--- src/rtl/core/rrts_pkg.sv ---
// Shared constants, codes and types of the round-robin thread scheduler.
package rrts_pkg;

    localparam int MAX_THREADS = 16;
    localparam int SLOT_W      = 4;
    localparam int QIDX_W      = $clog2(MAX_THREADS);
    localparam int CNT_W       = $clog2(MAX_THREADS + 1);
    localparam int PRIO_W      = 8;
    localparam int PID_W       = 16;
    localparam int ST_W        = 3;
    localparam int ACT_W       = 2;
    localparam int KIND_W      = 2;
    localparam int ERR_W       = 2;

    localparam logic [PRIO_W-1:0] MAIN_PRIO = PRIO_W'(31);
    localparam logic [PID_W-1:0]  MAIN_PID  = PID_W'(1);

    // thread status codes
    localparam logic [ST_W-1:0] ST_UNUSED  = 3'd0;
    localparam logic [ST_W-1:0] ST_RUNNING = 3'd1;
    localparam logic [ST_W-1:0] ST_READY   = 3'd2;
    localparam logic [ST_W-1:0] ST_BLOCKED = 3'd3;
    localparam logic [ST_W-1:0] ST_WAITING = 3'd4;
    localparam logic [ST_W-1:0] ST_HANGING = 3'd5;

    // actions
    localparam logic [ACT_W-1:0] ACT_CREATE  = 2'd0;
    localparam logic [ACT_W-1:0] ACT_SCHED   = 2'd1;
    localparam logic [ACT_W-1:0] ACT_BLOCK   = 2'd2;
    localparam logic [ACT_W-1:0] ACT_UNBLOCK = 2'd3;

    // block kinds
    localparam logic [KIND_W-1:0] KIND_BLOCKED = 2'd0;
    localparam logic [KIND_W-1:0] KIND_WAITING = 2'd1;

    // error codes
    localparam logic [ERR_W-1:0] ERR_OK          = 2'd0;
    localparam logic [ERR_W-1:0] ERR_EMPTY       = 2'd1;
    localparam logic [ERR_W-1:0] ERR_NOT_BLOCKED = 2'd2;
    localparam logic [ERR_W-1:0] ERR_IN_USE      = 2'd3;

    // one ready-queue entry: slot and its priority (= slice length)
    typedef struct packed {
        logic [SLOT_W-1:0] id;
        logic [PRIO_W-1:0] prio;
    } qentry_t;

    // broadcast control of the queue cell chain
    typedef struct packed {
        logic              shl;   // pop head: every cell takes its right neighbor
        logic              shr;   // push front: every cell takes its left neighbor
        logic              wr;    // write data at pos (after any shift)
        logic [QIDX_W-1:0] pos;
        qentry_t           data;
    } qctl_t;

endpackage

--- src/rtl/core/rrts_qcell.sv ---
// One cell of the ready-queue chain: holds one entry, moves it left or right.
module rrts_qcell (
    input  logic                       clk,
    input  rrts_pkg::qctl_t            ctl,
    input  logic [rrts_pkg::QIDX_W-1:0] cell_idx,
    input  rrts_pkg::qentry_t          prev_entry,
    input  rrts_pkg::qentry_t          next_entry,
    output rrts_pkg::qentry_t          entry
);
    import rrts_pkg::*;

    qentry_t entry_reg;
    qentry_t entry_next;

    always_comb
    begin
        if (ctl.wr && (ctl.pos == cell_idx))
        begin
            entry_next = ctl.data;
        end
        else if (ctl.shl)
        begin
            entry_next = next_entry;
        end
        else if (ctl.shr)
        begin
            entry_next = prev_entry;
        end
        else
        begin
            entry_next = entry_reg;
        end
    end

    always_ff @(posedge clk)
    begin
        entry_reg <= entry_next;
    end

    assign entry = entry_reg;

endmodule

--- src/rtl/core/rrts_ready_queue.sv ---
// Ready deque built as a chain of shifting cells; head sits in cell 0.
module rrts_ready_queue (
    input  logic                        clk,
    input  logic                        rst_n,
    input  rrts_pkg::qctl_t             ctl,
    output rrts_pkg::qentry_t           head,
    output logic [rrts_pkg::CNT_W-1:0]  count
);
    import rrts_pkg::*;

    qentry_t           cells [MAX_THREADS];
    logic [CNT_W-1:0]  count_reg;
    logic [CNT_W-1:0]  count_next;

    for (genvar i = 0; i < MAX_THREADS; i++)
    begin : g_cell
        qentry_t prev_e;
        qentry_t next_e;

        if (i == 0)
        begin : g_first
            assign prev_e = ctl.data;   // push front enters here
        end
        else
        begin : g_mid
            assign prev_e = cells[i-1];
        end

        if (i == MAX_THREADS - 1)
        begin : g_last
            assign next_e = ctl.data;   // beyond the live window, don't care
        end
        else
        begin : g_inner
            assign next_e = cells[i+1];
        end

        rrts_qcell u_cell (
            .clk        (clk),
            .ctl        (ctl),
            .cell_idx   (QIDX_W'(i)),
            .prev_entry (prev_e),
            .next_entry (next_e),
            .entry      (cells[i])
        );
    end

    // pop+append keeps the count
    always_comb
    begin
        count_next = count_reg;
        if (ctl.shr || (ctl.wr && !ctl.shl))
        begin
            count_next = count_reg + 1'b1;
        end
        else if (ctl.shl && !ctl.wr)
        begin
            count_next = count_reg - 1'b1;
        end
    end

    always_ff @(posedge clk or negedge rst_n)
    begin
        if (!rst_n)
        begin
            count_reg <= '0;
        end
        else
        begin
            count_reg <= count_next;
        end
    end

    assign head  = cells[0];
    assign count = count_reg;

endmodule

--- src/rtl/core/round_robin_thread_scheduler.sv ---
// Top level of the round-robin thread scheduler with ready deque.
// Latency: the result strobe (done) is high in the cycle right after start.
// Throughput: one item per cycle; busy never rises and all state updates at
// the accepting edge, so back-to-back items see each other's effects.
// Reset: slot 0 (main thread) running with priority and ticks 31 and pid 1,
// all other slots unused, ready queue empty. No clearing pass is needed.
module round_robin_thread_scheduler (
    input  logic                          clk,
    input  logic                          rst_n,
    input  logic                          start,
    output logic                          busy,
    input  logic [rrts_pkg::ACT_W-1:0]    action,
    input  logic [rrts_pkg::SLOT_W-1:0]   thread_id,
    input  logic [rrts_pkg::PRIO_W-1:0]   priority_req,
    input  logic [rrts_pkg::KIND_W-1:0]   block_kind,
    output logic                          done,
    output logic [rrts_pkg::SLOT_W-1:0]   running_id,
    output logic                          switched,
    output logic [rrts_pkg::PID_W-1:0]    new_pid,
    output logic [rrts_pkg::PRIO_W-1:0]   running_ticks,
    output logic [rrts_pkg::ERR_W-1:0]    error
);
    import rrts_pkg::*;

    // ------------------------------------------------------------------
    // State
    // Ticks always equal priority (set together on create, reloaded from
    // priority on schedule), so one priority value serves both.
    // The running thread's priority is kept in run_prio_reg; queued threads
    // carry theirs inside the queue entry. The per-slot priority table is
    // only read back when a parked thread is unblocked.
    // ------------------------------------------------------------------
    logic [ST_W-1:0]   status_reg   [MAX_THREADS];
    logic [PRIO_W-1:0] prio_tab_reg [MAX_THREADS];
    logic [SLOT_W-1:0] cur_reg,      cur_next;
    logic [PRIO_W-1:0] run_prio_reg, run_prio_next;
    logic [PID_W-1:0]  pid_reg,      pid_next;

    // result registers
    logic              done_reg;
    logic              switched_reg, switched_next;
    logic [PID_W-1:0]  new_pid_reg,  new_pid_next;
    logic [ERR_W-1:0]  error_reg,    error_next;

    // ready queue
    qctl_t             qctl;
    qentry_t           q_head;
    logic [CNT_W-1:0]  q_count;
    logic              q_full;
    logic              q_empty;

    // slot table write ports: A is the ordinary write, B marks the new
    // running thread and wins when both hit the same slot
    logic              wa_en;
    logic [SLOT_W-1:0] wa_slot;
    logic [ST_W-1:0]   wa_st;
    logic              wb_en;
    logic              prio_wr;

    logic              accept;
    logic [ST_W-1:0]   st_sel;
    logic [PRIO_W-1:0] prio_sel;
    logic              parked;
    logic [ST_W-1:0]   kind_st;

    assign busy    = 1'b0;
    assign accept  = start && !busy;

    assign q_full  = (q_count == CNT_W'(MAX_THREADS));
    assign q_empty = (q_count == '0);

    assign st_sel   = status_reg[thread_id];
    assign prio_sel = prio_tab_reg[thread_id];
    assign parked   = (st_sel == ST_BLOCKED) || (st_sel == ST_WAITING) ||
                      (st_sel == ST_HANGING);

    // kind 3 means nothing and parks as hanging
    always_comb
    begin
        case (block_kind)
            KIND_BLOCKED: kind_st = ST_BLOCKED;
            KIND_WAITING: kind_st = ST_WAITING;
            default:      kind_st = ST_HANGING;
        endcase
    end

    rrts_ready_queue u_queue (
        .clk   (clk),
        .rst_n (rst_n),
        .ctl   (qctl),
        .head  (q_head),
        .count (q_count)
    );

    // ------------------------------------------------------------------
    // Item decode
    // ------------------------------------------------------------------
    always_comb
    begin
        qctl          = '0;
        cur_next      = cur_reg;
        run_prio_next = run_prio_reg;
        pid_next      = pid_reg;
        switched_next = 1'b0;
        new_pid_next  = '0;
        error_next    = ERR_OK;
        wa_en         = 1'b0;
        wa_slot       = thread_id;
        wa_st         = ST_READY;
        wb_en         = 1'b0;
        prio_wr       = 1'b0;

        if (accept)
        begin
            unique case (action)
                ACT_CREATE:
                begin
                    if (st_sel != ST_UNUSED)
                    begin
                        error_next = ERR_IN_USE;
                    end
                    else if (q_full)
                    begin
                        error_next = ERR_EMPTY;
                    end
                    else
                    begin
                        pid_next      = pid_reg + 1'b1;
                        new_pid_next  = pid_reg + 1'b1;
                        wa_en         = 1'b1;
                        prio_wr       = 1'b1;
                        qctl.wr       = 1'b1;
                        qctl.pos      = q_count[QIDX_W-1:0];
                        qctl.data.id  = thread_id;
                        qctl.data.prio = priority_req;
                    end
                end

                ACT_SCHED:
                begin
                    // with an empty queue the running thread requeues and is
                    // popped right back: same thread, ticks reloaded (no change)
                    switched_next = 1'b1;
                    if (!q_empty)
                    begin
                        qctl.shl = 1'b1;
                        if (!q_full)
                        begin
                            qctl.wr        = 1'b1;
                            qctl.pos       = q_count[QIDX_W-1:0] - 1'b1;
                            qctl.data.id   = cur_reg;
                            qctl.data.prio = run_prio_reg;
                            wa_en          = 1'b1;
                            wa_slot        = cur_reg;
                        end
                        wb_en         = 1'b1;
                        cur_next      = q_head.id;
                        run_prio_next = q_head.prio;
                    end
                end

                ACT_BLOCK:
                begin
                    if (q_empty)
                    begin
                        error_next = ERR_EMPTY;
                    end
                    else
                    begin
                        switched_next = 1'b1;
                        wa_en         = 1'b1;
                        wa_slot       = cur_reg;
                        wa_st         = kind_st;
                        qctl.shl      = 1'b1;
                        wb_en         = 1'b1;
                        cur_next      = q_head.id;
                        run_prio_next = q_head.prio;
                    end
                end

                ACT_UNBLOCK:
                begin
                    if (!parked)
                    begin
                        error_next = ERR_NOT_BLOCKED;
                    end
                    else if (q_full)
                    begin
                        error_next = ERR_EMPTY;
                    end
                    else
                    begin
                        qctl.shr       = 1'b1;
                        qctl.data.id   = thread_id;
                        qctl.data.prio = prio_sel;
                        wa_en          = 1'b1;
                    end
                end
            endcase
        end
    end

    // ------------------------------------------------------------------
    // Slot table
    // ------------------------------------------------------------------
    always_ff @(posedge clk or negedge rst_n)
    begin
        if (!rst_n)
        begin
            for (int i = 0; i < MAX_THREADS; i++)
            begin
                status_reg[i]   <= (i == 0) ? ST_RUNNING : ST_UNUSED;
                prio_tab_reg[i] <= (i == 0) ? MAIN_PRIO : '0;
            end
        end
        else
        begin
            for (int i = 0; i < MAX_THREADS; i++)
            begin
                if (wb_en && (q_head.id == SLOT_W'(i)))
                begin
                    status_reg[i] <= ST_RUNNING;
                end
                else if (wa_en && (wa_slot == SLOT_W'(i)))
                begin
                    status_reg[i] <= wa_st;
                end
                if (prio_wr && (thread_id == SLOT_W'(i)))
                begin
                    prio_tab_reg[i] <= priority_req;
                end
            end
        end
    end

    // ------------------------------------------------------------------
    // Running thread, pid counter, result
    // ------------------------------------------------------------------
    always_ff @(posedge clk or negedge rst_n)
    begin
        if (!rst_n)
        begin
            cur_reg      <= '0;
            run_prio_reg <= MAIN_PRIO;
            pid_reg      <= MAIN_PID;
            done_reg     <= 1'b0;
        end
        else
        begin
            cur_reg      <= cur_next;
            run_prio_reg <= run_prio_next;
            pid_reg      <= pid_next;
            done_reg     <= accept;
        end
    end

    always_ff @(posedge clk)
    begin
        if (accept)
        begin
            switched_reg <= switched_next;
            new_pid_reg  <= new_pid_next;
            error_reg    <= error_next;
        end
    end

    // running thread state only moves on an accepted item, so the live
    // registers double as the result fields
    assign done          = done_reg;
    assign running_id    = cur_reg;
    assign running_ticks = run_prio_reg;
    assign switched      = switched_reg;
    assign new_pid       = new_pid_reg;
    assign error         = error_reg;

    // ------------------------------------------------------------------
    // Assertions
    // ------------------------------------------------------------------
    a_done_follows: assert property (@(posedge clk) disable iff (!rst_n)
        accept |=> done)
        else $error("result strobe missing after accepted item");

    a_cur_running: assert property (@(posedge clk) disable iff (!rst_n)
        status_reg[cur_reg] == ST_RUNNING)
        else $error("current thread not marked running");

    a_count_bound: assert property (@(posedge clk) disable iff (!rst_n)
        q_count < CNT_W'(MAX_THREADS))
        else $error("ready queue holds more than the non-running slots");

    a_switch_ok: assert property (@(posedge clk) disable iff (!rst_n)
        done && switched |-> error == ERR_OK && new_pid == '0)
        else $error("switch reported with error or pid");

    a_pid_step: assert property (@(posedge clk) disable iff (!rst_n)
        done && (new_pid != '0) |-> new_pid == pid_reg)
        else $error("returned pid differs from pid counter");

endmodule

--- config.mk ---
export PLATFORM = sky130hd
export DESIGN_NAME = round_robin_thread_scheduler
export DESIGN_NICKNAME = d
export VERILOG_FILES = /design/src/rtl/core/rrts_pkg.sv /design/src/rtl/core/rrts_qcell.sv /design/src/rtl/core/rrts_ready_queue.sv /design/src/rtl/core/round_robin_thread_scheduler.sv
export SDC_FILE = /design/constraint.sdc
export NUM_CORES = 1
export LEC_CHECK = 0
export ABC_AREA = 1
export BUFFER_PORTS_ARGS = -buffer_cell sky130_fd_sc_hd__clkbuf_2
export CAP_MARGIN = 20
export CORE_UTILIZATION = 57
export DETAILED_ROUTE_END_ITERATION = 6
export GPL_TIMING_DRIVEN = 0
export PLACE_DENSITY_LB_ADDON = 0.1
export SYNTH_ARGS = -nofsm -noshare
export SYNTH_HDL_FRONTEND = slang
export SYNTH_SLANG_ARGS = --single-unit
export TNS_END_PERCENT = 30
--- constraint.sdc ---
create_clock -name clk -period 2.84 [get_ports clk]
set_input_delay 0.852 -clock clk [delete_from_list [all_inputs] [get_ports clk]]
set_output_delay 0.852 -clock clk [all_outputs]
set_load 0.03 [all_outputs]
* Word-level counts from Yosys, hierarchy flattened *
Index checks and enable logic that the tools add are counted.

word-level totals
  word-level logic and storage cells = 390
  bits in registers = 421
  output and inout port bits = 33
  input port bits = 19

cells by class
  add/subtract/negate cells = 4
  muxes and demuxes = 124
  order comparisons = 1
  bitwise operators = 5
  equality and inequality tests = 68
  reductions and logical operators = 116

operator list
  operator                                                               count
  12-bit 2-to-1 mux                                                      50
  4-bit equality test, second input constant                             32
  3-bit 2-to-1 mux                                                       37
  17-bit 2-to-1 mux                                                      4
  1-bit logical AND                                                      66
  4-bit by 3-bit equality test with 1-bit output, second input constant  16
  3-bit nonzero test                                                     17
  12-bit case mux with 3 select lines                                    1
  2-bit nonzero test                                                     17
  8-bit binary-select mux with 4-bit select                              1
  4-bit by 2-bit equality test with 1-bit output, second input constant  8
  19-bit 2-to-1 mux                                                      1
  16-bit by 1-bit adder with 16-bit output, second input constant        1
  4-bit by 1-bit equality test with 1-bit output, second input constant  4
  4-bit logical NOT                                                      4
  4-bit 2-to-1 mux                                                       4
  8-bit 2-to-1 mux                                                       2
  1-bit 2-to-1 mux                                                       13
  3-bit binary-select mux with 4-bit select                              1
  5-bit 2-to-1 mux                                                       2
  5-bit case mux with 2 select lines                                     1
  4-bit case mux with 2 select lines                                     1
  3-bit equality test, second input constant                             2
  2-bit case mux with 3 select lines                                     1
  22 further kinds                                                       32

* Logic depth before layout (Yosys ltp) *
Gate-level depths: netlist of run 1.

  depth in word-level cells = 14
  depth in mapped cells = 26
  mapped depth without buffers = 24

* Modules after synthesis *
A second synthesis of run 1 with hierarchy kept.

unflattened totals
  cell total of the unflattened synthesis = 3,310
  area total of the unflattened synthesis = 24,935.2 um^2

by module, submodules not included
  module                        area an instance (um^2)  cells each  seq. area each (um^2)  instances
  rrts_qcell                    827.0                    115         360.3                  16
  round_robin_thread_scheduler  11,260.8                 1,412       5,715.5                1
  rrts_ready_queue              441.7                    58          125.1                  1

* Worst setup path before layout of run 1 *
Ideal clock, no wire load.

  path kind = input to register
  from = in thread_id[0] (netlist bit)
  to = reg u_queue.g_cell[12].u_cell.entry_reg (netlist bit u_queue.g_cell[12].u_cell.entry[0]) (enable)
  stages = 17
  path buffers = 2
  setup slack = -879 ps
  setup time = 398 ps
  data required time = 2,442 ps
  arrival = 3,321 ps
  cells stage by stage = buf_4 > buf_2 > nand2_1 > nand2_1 > nand2_1 > nand2_1 > nand2_1 > nand2_1 > nor2_2 > nand3_1 > inv_2 > nand2_2 > o21ai_2 > inv_2 > nor2_2 > inv_2 > o21ai_0

between the ends
  cells in the longest elaborated chain, start to end = 11
  elaborated cells between the ends (all ways) = 18
  those cells by class = eq/ne (4); mux (8); bitwise (1); reduce/logical (5)

ends and longest elaborated chain
  item                                                                    RTL line                                                                 source
  from (decl)                                                             round_robin_thread_scheduler.sv:13                                       input logic [rrts_pkg::SLOT_W-1:0] thread_id,
  4-bit NOT with 5-bit output (implied by the code) *                     round_robin_thread_scheduler.sv:72                                       assign st_sel = status_reg[thread_id];
  3-bit binary-select mux with 4-bit select *                             round_robin_thread_scheduler.sv:72
  3-bit 2-to-1 mux (implied by the code) * (2 in a row)                   round_robin_thread_scheduler.sv:72
  3-bit nonzero test, or another cell as far along                        round_robin_thread_scheduler.sv:118                                      if (st_sel != ST_UNUSED)
  17-bit 2-to-1 mux or 1-bit logical OR (tied branches)                   round_robin_thread_scheduler.sv:118, round_robin_thread_scheduler.sv:74
  5-bit case mux with 2 select lines or 1-bit logical OR (tied branches)  round_robin_thread_scheduler.sv:115, round_robin_thread_scheduler.sv:74
  19-bit 2-to-1 mux *                                                     round_robin_thread_scheduler.sv:113                                      if (accept)
  4-bit equality test or 1-bit 2-to-1 mux (tied branches)                 rrts_qcell.sv:17, round_robin_thread_scheduler.sv:115
  1-bit logical AND or 19-bit 2-to-1 mux (tied branches)                  rrts_qcell.sv:17, round_robin_thread_scheduler.sv:113
  3-bit nonzero test (no source line) *                                   --
  to (signal assigned)                                                    rrts_qcell.sv:37                                                         entry_reg <= entry_next;
  to (decl)                                                               rrts_qcell.sv:12                                                         qentry_t entry_reg;

Every way passes the cells marked *; elsewhere a longest branch is shown, timed or not. The select of a mux whose other input is x is not followed.
A chain may end at the register's enable or synchronous reset.

==> impl_metrics.json, run 1 <==
{
  "yosys.area_share.simple_pct": 20.7,
  "grt_overflow_total": 0,
  "post-route-period-util_pct": 100,
  "required_ns": 3.27,
  "met1_length_mm": 26.0,
  "drive_above_1_share_pct": 20.9,
  "fin_area_mm2": 0.0257,
  "ys_warn_count": 0,
  "max_cap_violations": 0,
  "p_per_area_mw_per_mm2": 776,
  "post_synth.cell_area_avg_um2": 8.66,
  "fillers": 2861,
  "critPathArrivalTime_ns": 3.28,
  "die_h_um": 194,
  "grt_max_degree": 102,
  "hold_violations": 0,
  "syn-instance-count": 2435,
  "clock-sinks": 421,
  "slowest_delay_ns": 0.33,
  "n_antenna_cell": 0,
  "postSynthNetCount": 2463,
  "r2r_cells": 14,
  "power_mw": 20.0,
  "path_class": "in2reg",
  "via_per_inst": 6.10,
  "timing.final.max_slew_violations": 0,
  "cts.reportedPaths.clkPinSlew_ns": 0.06,
  "crit_chain": "buf_12 > inv_16 > clkbuf_16 > nand2_4 > nand2_2 > nand2_1 > nand2_1 > nand2_2 > nand2_4 > nor2_4 > nand4_4 > a21oi_4 > inv_4 > nor2_4 > buf_6 > nand2_4 > buf_8 > buf_4 > o21ai_2",
  "reg2reg_from": "u_queue.count[1]$_DFFE_PN0P_",
  "vias": 19000,
  "worst_slack_ns": -0.0130,
  "drt-total-wl_mm": 67.4,
  "yosysUniqueCellTypes": 45,
  "reg2reg_to": "u_queue.g_cell[2].u_cell.entry[8]$_DFFE_PP_",
  "area_growth_pct": 22.0,
  "dp_slack_ns": -2.07,
  "synth_area_mm2": 0.0211,
  "die_area_mm2": 0.0378,
  "timing.final.crit_period_ns": 2.85,
  "wl_per_cell_um": 21.6,
  "crit_path_max_fanout": 9,
  "finalClockSkew_ns": 0.0222,
  "antenna_found_initial": 0,
  "rrSetupSlack_ns": 0.04,
  "status": "complete, but fails checks",
  "violations": "setup timing",
  "rsz0062_at_grt": "true",
  "wl_met2_mm": 33.0,
  "synth_mux_area_share_pct": 0.0474,
  "largest_reg_flops": 192,
  "place_area_mm2": 0.0223,
  "endpoint_kind": "flip-flop",
  "slew_headroom_pct": 51.3,
  "antenna_left": 0,
  "dp_hpwl_mm": 46.1,
  "leakage_nw": 10.8,
  "hold_path_class": "in2async",
  "post-route-drc-count": 0,
  "setup-violations-final": 17,
  "clock-root-buffer": "clkbuf_16",
  "start_kind": "input pin",
  "io_buffers": 49,
  "grt_pass1_vias": 18300,
  "synth.ff_latch_count": 421,
  "synth_compound_area_share_pct": 16.7,
  "nNetsFinal": 2634,
  "track_usage_pct": 34.7,
  "ir_worst_vdd_v": 0.000466,
  "clk_latency_ns": 0.60,
  "ioPinCount": 52,
  "wl_met3_mm": 5.35,
  "cp_slowest_cell": "a21oi_4",
  "drt_iter0_drc": 2117,
  "synthAdderAreaFrac_pct": 0.534,
  "initial_core_util_pct": 57.8,
  "setup-tns-final_ns": -0.137,
  "cts_buffers": 47,
  "yosysSeqAreaShare_pct": 55.0,
  "clk_path_buf_depth": 3,
  "cts_hold_buf": 0,
  "synthXorXnorAreaFrac_pct": 0.664,
  "htreeDepth": 2,
  "die_w_um": 194,
  "routed.top_layer": "met4",
  "gp_congestion": 0.956,
  "worstMarginPinSlew_ns": 0.731,
  "fmax_ghz": 0.351,
  "synth_top_family_by_area": "simple AND/OR/NAND/NOR gates",
  "dr.pass1.iters": 6,
  "coreArea_mm2": 0.0365,
  "tritoncts": "yes",
  "grt_pass1_wl_mm": 101,
  "crit_path_frequent_cell": "nand2_4",
  "rows": 70
}
-- cell usage in the layout, fill, tap and decap left out, types with 11 or more instances in the layout --
| master | synthesis | layout |
|---|---|---|
| o31ai_1 | 12 | 11 |
| nand2_4 | 0 | 19 |
| or2_2 | 39 | 39 |
| a31oi_1 | 24 | 24 |
| o211ai_1 | 102 | 102 |
| nor2_1 | 127 | 113 |
| buf_6 | 1 | 24 |
| a22oi_1 | 32 | 31 |
| nand2_1 | 670 | 574 |
| nand2_2 | 8 | 71 |
| inv_2 | 11 | 16 |
| clkbuf_1 | 87 | 50 |
| edfxtp_1 | 211 | 211 |
| buf_2 | 33 | 14 |
| dfrtp_1 | 198 | 197 |
| a21oi_1 | 36 | 35 |
| o21ai_1 | 75 | 95 |
| buf_4 | 8 | 73 |
| nand3_1 | 151 | 149 |
| o21ai_0 | 317 | 284 |
| nand2_8 | 0 | 17 |
| clkbuf_16 | 0 | 55 |
| o21ai_4 | 1 | 11 |
| clkbuf_4 | 0 | 11 |
| nor2_4 | 4 | 20 |
| nand4_1 | 13 | 13 |
| buf_8 | 0 | 12 |
| dfstp_2 | 12 | 12 |
| clkbuf_2 | 2 | 76 |
| inv_1 | 168 | 155 |
-- how the worst max path moves through the flow --
stage | from | endpoint | slack, ns
CTS | u_queue.count[1]$_DFFE_PN0P_ | u_queue.g_cell[14].u_cell.entry[2]$_DFFE_PP_ | 0.0006
finish | thread_id[0] | u_queue.g_cell[11].u_cell.entry[0]$_DFFE_PP_ | -0.01
global placement | rst_n | done$_DFF_PN0_ | -3.12
detailed placement | thread_id[1] | u_queue.g_cell[7].u_cell.entry[5]$_DFFE_PP_ | -2.07
global route | thread_id[0] | u_queue.g_cell[11].u_cell.entry[6]$_DFFE_PP_ | -0.12
floorplan | thread_id[0] | u_queue.g_cell[15].u_cell.entry[5]$_DFFE_PP_ | -0.25
-- critical path, delay by kind of cell --
family	cells	cell delay [ns]
buffers and inverters	7	0.90
AND/OR/NAND/NOR	10	1.04
AO/OA/AOI/OAI	2	0.47
-- synth_stat cells, drive strengths merged --
cell type / n / share of area, %
xnor2: 7 / 0.29
a21oi: 37 / 0.90
a41oi: 1 / 0.042
nand3: 151 / 3.6
dfrtp: 198 / 23
a31oi: 26 / 0.83
a21boi: 1 / 0.036
nand4: 14 / 0.49
nor3: 16 / 0.53
edfxtp: 211 / 30
mux2i: 1 / 0.047
clkbuf: 89 / 1.6
or2: 39 / 1.2
o211ai: 102 / 3.6
ha: 9 / 0.53
buf: 61 / 1.5
a211oi: 1 / 0.036
o21ai: 394 / 9.4
dfstp: 12 / 1.5
conb: 1 / 0.018
clkinv: 4 / 0.071
nand3b: 1 / 0.036
o31ai: 12 / 0.43
a22oi: 32 / 1.1
inv: 179 / 3.2
nor2: 140 / 2.7
o22ai: 9 / 0.27
xor2: 9 / 0.37
nand2: 678 / 12
-- metrics by stage --
stage / cells / utilization, % / hold WS (ns)
finish: 3113 / 70.5 / 0.149
global route: 3113 / 70.5 / 0.168
CTS: 3067 / 67.1 / 0.144
detailed placement: 2955 / 61.2 / 0.473
global placement: 2952 / 61.0 / 0.466
floorplan: 2435 / - / 0.452
-- logic make-up after synthesis --
group | after synthesis
AOI/OAI and AO/OA | 615
muxes | 1
and+or+nand+nor | 1039
DFF | 421
xor gates and xnor gates | 16
buffers and inverters | 333
adders and majority gates | 9
other | 1
-- routing by layer --
metal,up-vias,global-route usage (%)
met4,0,16.2
met5,-,0
met2,979,59.0
met1,9136,43.8
met3,197,5.17
li1,8681,-
-- cell type report --
cell class | instances | area, um^2 | share of cell area, %
inverter | 183 | 742 | 2.88
clock buffer | 71 | 1320 | 5.12
timing repair buffer | 121 | 1040 | 4.05
tap | 468 | 586 | 2.27
sequential | 421 | 11600 | 45.1
multi-input combinational | 1684 | 9160 | 35.6
buffer | 148 | 1120 | 4.34
clock inverter | 17 | 170 | 0.661
-- timing repair --
| action | in CTS | in global routing |
|---|---|---|
| resized for setup | 161 | 303 |
| gates cloned | 1 | 11 |
| hold endpoints to repair | 0 | 0 |
| pin swaps | 17 | 47 |
| setup endpoints to repair | 574 | 575 |
| buffers inserted | 24 | 36 |
-- power by group --
part | internal (mW) | switching, mW
Sequential | 7.97 | 0.771
Clock | 3.48 | 2.52
Combinational | 1.85 | 3.38
Power figures use the tool's default switching activity.
==> run 2: changes to the inputs <==
--- a/config.mk
+++ b/config.mk
@@ -5,7 +5,6 @@
 export SDC_FILE = /design/constraint.sdc
 export NUM_CORES = 1
 export LEC_CHECK = 0
-export ABC_AREA = 1
 export BUFFER_PORTS_ARGS = -buffer_cell sky130_fd_sc_hd__clkbuf_2
 export CAP_MARGIN = 20
 export CORE_UTILIZATION = 57
==> run 2 against run 1 <==
Design area up 3.3%; fmax down 20%; clock-buffer cell count down 6; power up 0.14%; die area up 4.6%; the run still ends with setup timing left; wire length down 17%; highest routed layer unchanged; sequential power down 2%.
==> impl_metrics.json, run 2 <==
{
  "status": "complete, but fails checks",
  "violations": "setup timing",
  "initial_core_util_pct": 58.3,
  "gp_congestion": 0.887,
  "endpoint_kind": "flip-flop",
  "ioPinCount": 52,
  "yosysUniqueCellTypes": 74,
  "clock-root-buffer": "clkbuf_16",
  "synth.ff_latch_count": 421,
  "place_area_mm2": 0.0233,
  "synth_area_mm2": 0.0221,
  "path_class": "in2reg",
  "die_h_um": 199,
  "drt-total-wl_mm": 55.6,
  "critPathArrivalTime_ns": 4.05,
  "hold_path_class": "in2async",
  "clock-sinks": 421,
  "synth_area_leader_cell": "edfxtp_1",
  "dp.cells": 2205,
  "fin_area_mm2": 0.0266,
  "leakage_nw": 12.0,
  "rows": 71,
  "synth_ff_type": "edfxtp_1",
  "io_buffers": 50,
  "grt_pass1_wl_mm": 84.9,
  "synth_common_cells": "mux2i_1 (385), edfxtp_1 (211), dfrtp_1 (198)",
  "largest_reg_flops": 192,
  "post_synth.cell_area_avg_um2": 13.4,
  "track_usage_pct": 28.5,
  "cts_hold_buf": 0,
  "synthArstFlopShare_pct": 49.9,
  "dr.pass1.iters": 5,
  "die_w_um": 199,
  "worstMarginPinSlew_ns": 0.842,
  "crit_path_frequent_cell": "or4_4",
  "post-route-drc-count": 0,
  "layout_commonest_cell": "mux2i_1",
  "wl_per_cell_um": 23.4,
  "n_antenna_cell": 0,
  "timing.final.crit_period_ns": 3.56,
  "post-route-period-util_pct": 125,
  "grt_overflow_total": 0,
  "finalClockSkew_ns": 0.0224,
  "slew_headroom_pct": 43.9,
  "cts.reportedPaths.clkPinSlew_ns": 0.06,
  "clk_latency_ns": 0.59,
  "synth.most_common_cell": "mux2i_1",
  "cts_buffers": 46,
  "layout_common_cells": "mux2i_1 (382), edfxtp_1 (211), dfrtp_1 (197)",
  "fin_cells": 2378,
  "rsz0062_at_grt": "true",
  "grt_max_degree": 119,
  "ir_worst_vdd_v": 0.000653,
  "clk_path_buf_depth": 3,
  "cp_slowest_cell": "mux4_2",
  "drt_iter0_drc": 907,
  "fmax_ghz": 0.281,
  "grt_pass1_vias": 14600,
  "slowest_delay_ns": 0.55,
  "drive_above_1_share_pct": 34.5,
  "required_ns": 3.33,
  "dp_hpwl_mm": 37.4,
  "start_kind": "input pin",
  "synth-edff-count": 211,
  "synthTopCellsByArea": "edfxtp_1 (29%), dfrtp_1 (22%), mux2i_1 (17%)",
  "crit_chain": "clkbuf_16 > buf_12 > mux4_2 > nand2_2 > and4_1 > buf_6 > nand4_4 > nand2_4 > a21oi_2 > xnor2_1 > ha_2 > or4_4 > or4_4 > o21ai_2 > xor2_1",
  "setup-violations-final": 564,
  "area_growth_pct": 20.5,
  "htreeDepth": 2,
  "yosysTopAreaCellShare_pct": 28.7,
  "nNetsFinal": 1859,
  "timing.final.max_slew_violations": 0,
  "syn-instance-count": 1642,
  "coreArea_mm2": 0.0378,
  "worst_slack_ns": -0.719,
  "antenna_left": 0,
  "crit_path_max_fanout": 5,
  "max_cap_violations": 0,
  "hold_ws_ns": 0.347,
  "die_area_mm2": 0.0395,
  "via_per_inst": 5.97,
  "antenna_found_initial": 0,
  "p_per_area_mw_per_mm2": 752,
  "yosysSeqAreaShare_pct": 52.6,
  "setup-tns-final_ns": -186.98,
  "ys_warn_count": 0,
  "tritoncts": "yes",
  "hold_violations": 0,
  "vias": 14200,
  "postSynthNetCount": 1670
}
==> run 2: what timing repair did <==
item                                   in CTS  in global routing
setup buffers                              53                 37
setup endpoints to repair                 578                568
resized for setup                         177                 65
endpoints found under the hold margin       0                  0
pin swaps                                  38                 29
gates cloned                               10                  7
==> run 2: cells by family after synthesis <==
group | after synthesis | synth area share, %
flip-flops | 421 | 52.6
AO/OA/AOI/OAI | 133 | 4.27
multiplexers | 567 | 29.6
buffers and inverters | 164 | 4.29
AND/OR/NAND/NOR | 311 | 7.25
other | 1 | 0.0170
XOR/XNOR | 36 | 1.43
adder cells (fa/ha/maj) | 9 | 0.510
==> run 2: worst max-delay path: cells and delay by family <==
family | cells | cell delay, ns
muxes | 1 | 0.55
adders and majority gates | 1 | 0.19
xor gates and xnor gates | 2 | 0.30
buffers and inverters | 3 | 0.39
AOI/OAI and AO/OA | 2 | 0.17
and+or+nand+nor | 6 | 1.57
==> run 2: worst paths after layout <==
kind	from	slack, ns	end	cells after the start
max in group asynchronous	rst_n	1.42	prio_tab_reg[30]$_DFFE_PN0P_	2
hold reg to reg	u_queue.g_cell[0].u_cell.entry[4]$_DFFE_PP_	0.48	running_ticks[4]$_DFFE_PN1P_	2
setup reg to reg	status_reg[25]$_DFFE_PN0P_	-0.57	u_queue.count[4]$_DFFE_PN0P_	13
hold / removal	rst_n	0.35	status_reg[40]$_DFFE_PN0P_	1
min in group clk	u_queue.g_cell[0].u_cell.entry[4]$_DFFE_PP_	0.48	running_ticks[4]$_DFFE_PN1P_	2
setup / recovery	thread_id[0]	-0.72	u_queue.count[4]$_DFFE_PN0P_	15
==> run 2: final cells by class <==
cell class	instances	area [um^2]
tap	511	639
buffer	111	1020
timing repair buffer	150	1290
multi-input combinational	1065	10300
inverter	36	144
fill	2690	11200
sequential	421	11600
clock inverter	19	175
clock buffer	65	1390
==> run 2: metal layers <==
layer	share of wire, %	wire, um	GRT usage [%]	vias to the layer above
li1	-	-	-	6476
met1	41	23000	36.7	7205
met3	5.1	2860	5.58	119
met2	51	28200	48.8	402
met5	0	0	0	-
met4	2.8	1540	8.46	0
==> run 2: power breakdown <==
part | switching (mW) | internal [mW] | total (mW)
Combinational | 2.94 | 2.34 | 5.28
Clock | 2.50 | 3.68 | 6.17
Sequential | 0.721 | 7.83 | 8.55
==> run 2: stage by stage <==
stage	total power, mW	setup slack (ns)	utilization (%)
after floorplan	11.6	-0.772	-
after global placement	12.7	-3.13	61.4
after detailed placement	12.9	-1.62	61.5
after CTS	19.7	-0.652	68.7
after global routing	20.8	-0.800	70.3
final	20.0	-0.719	70.3
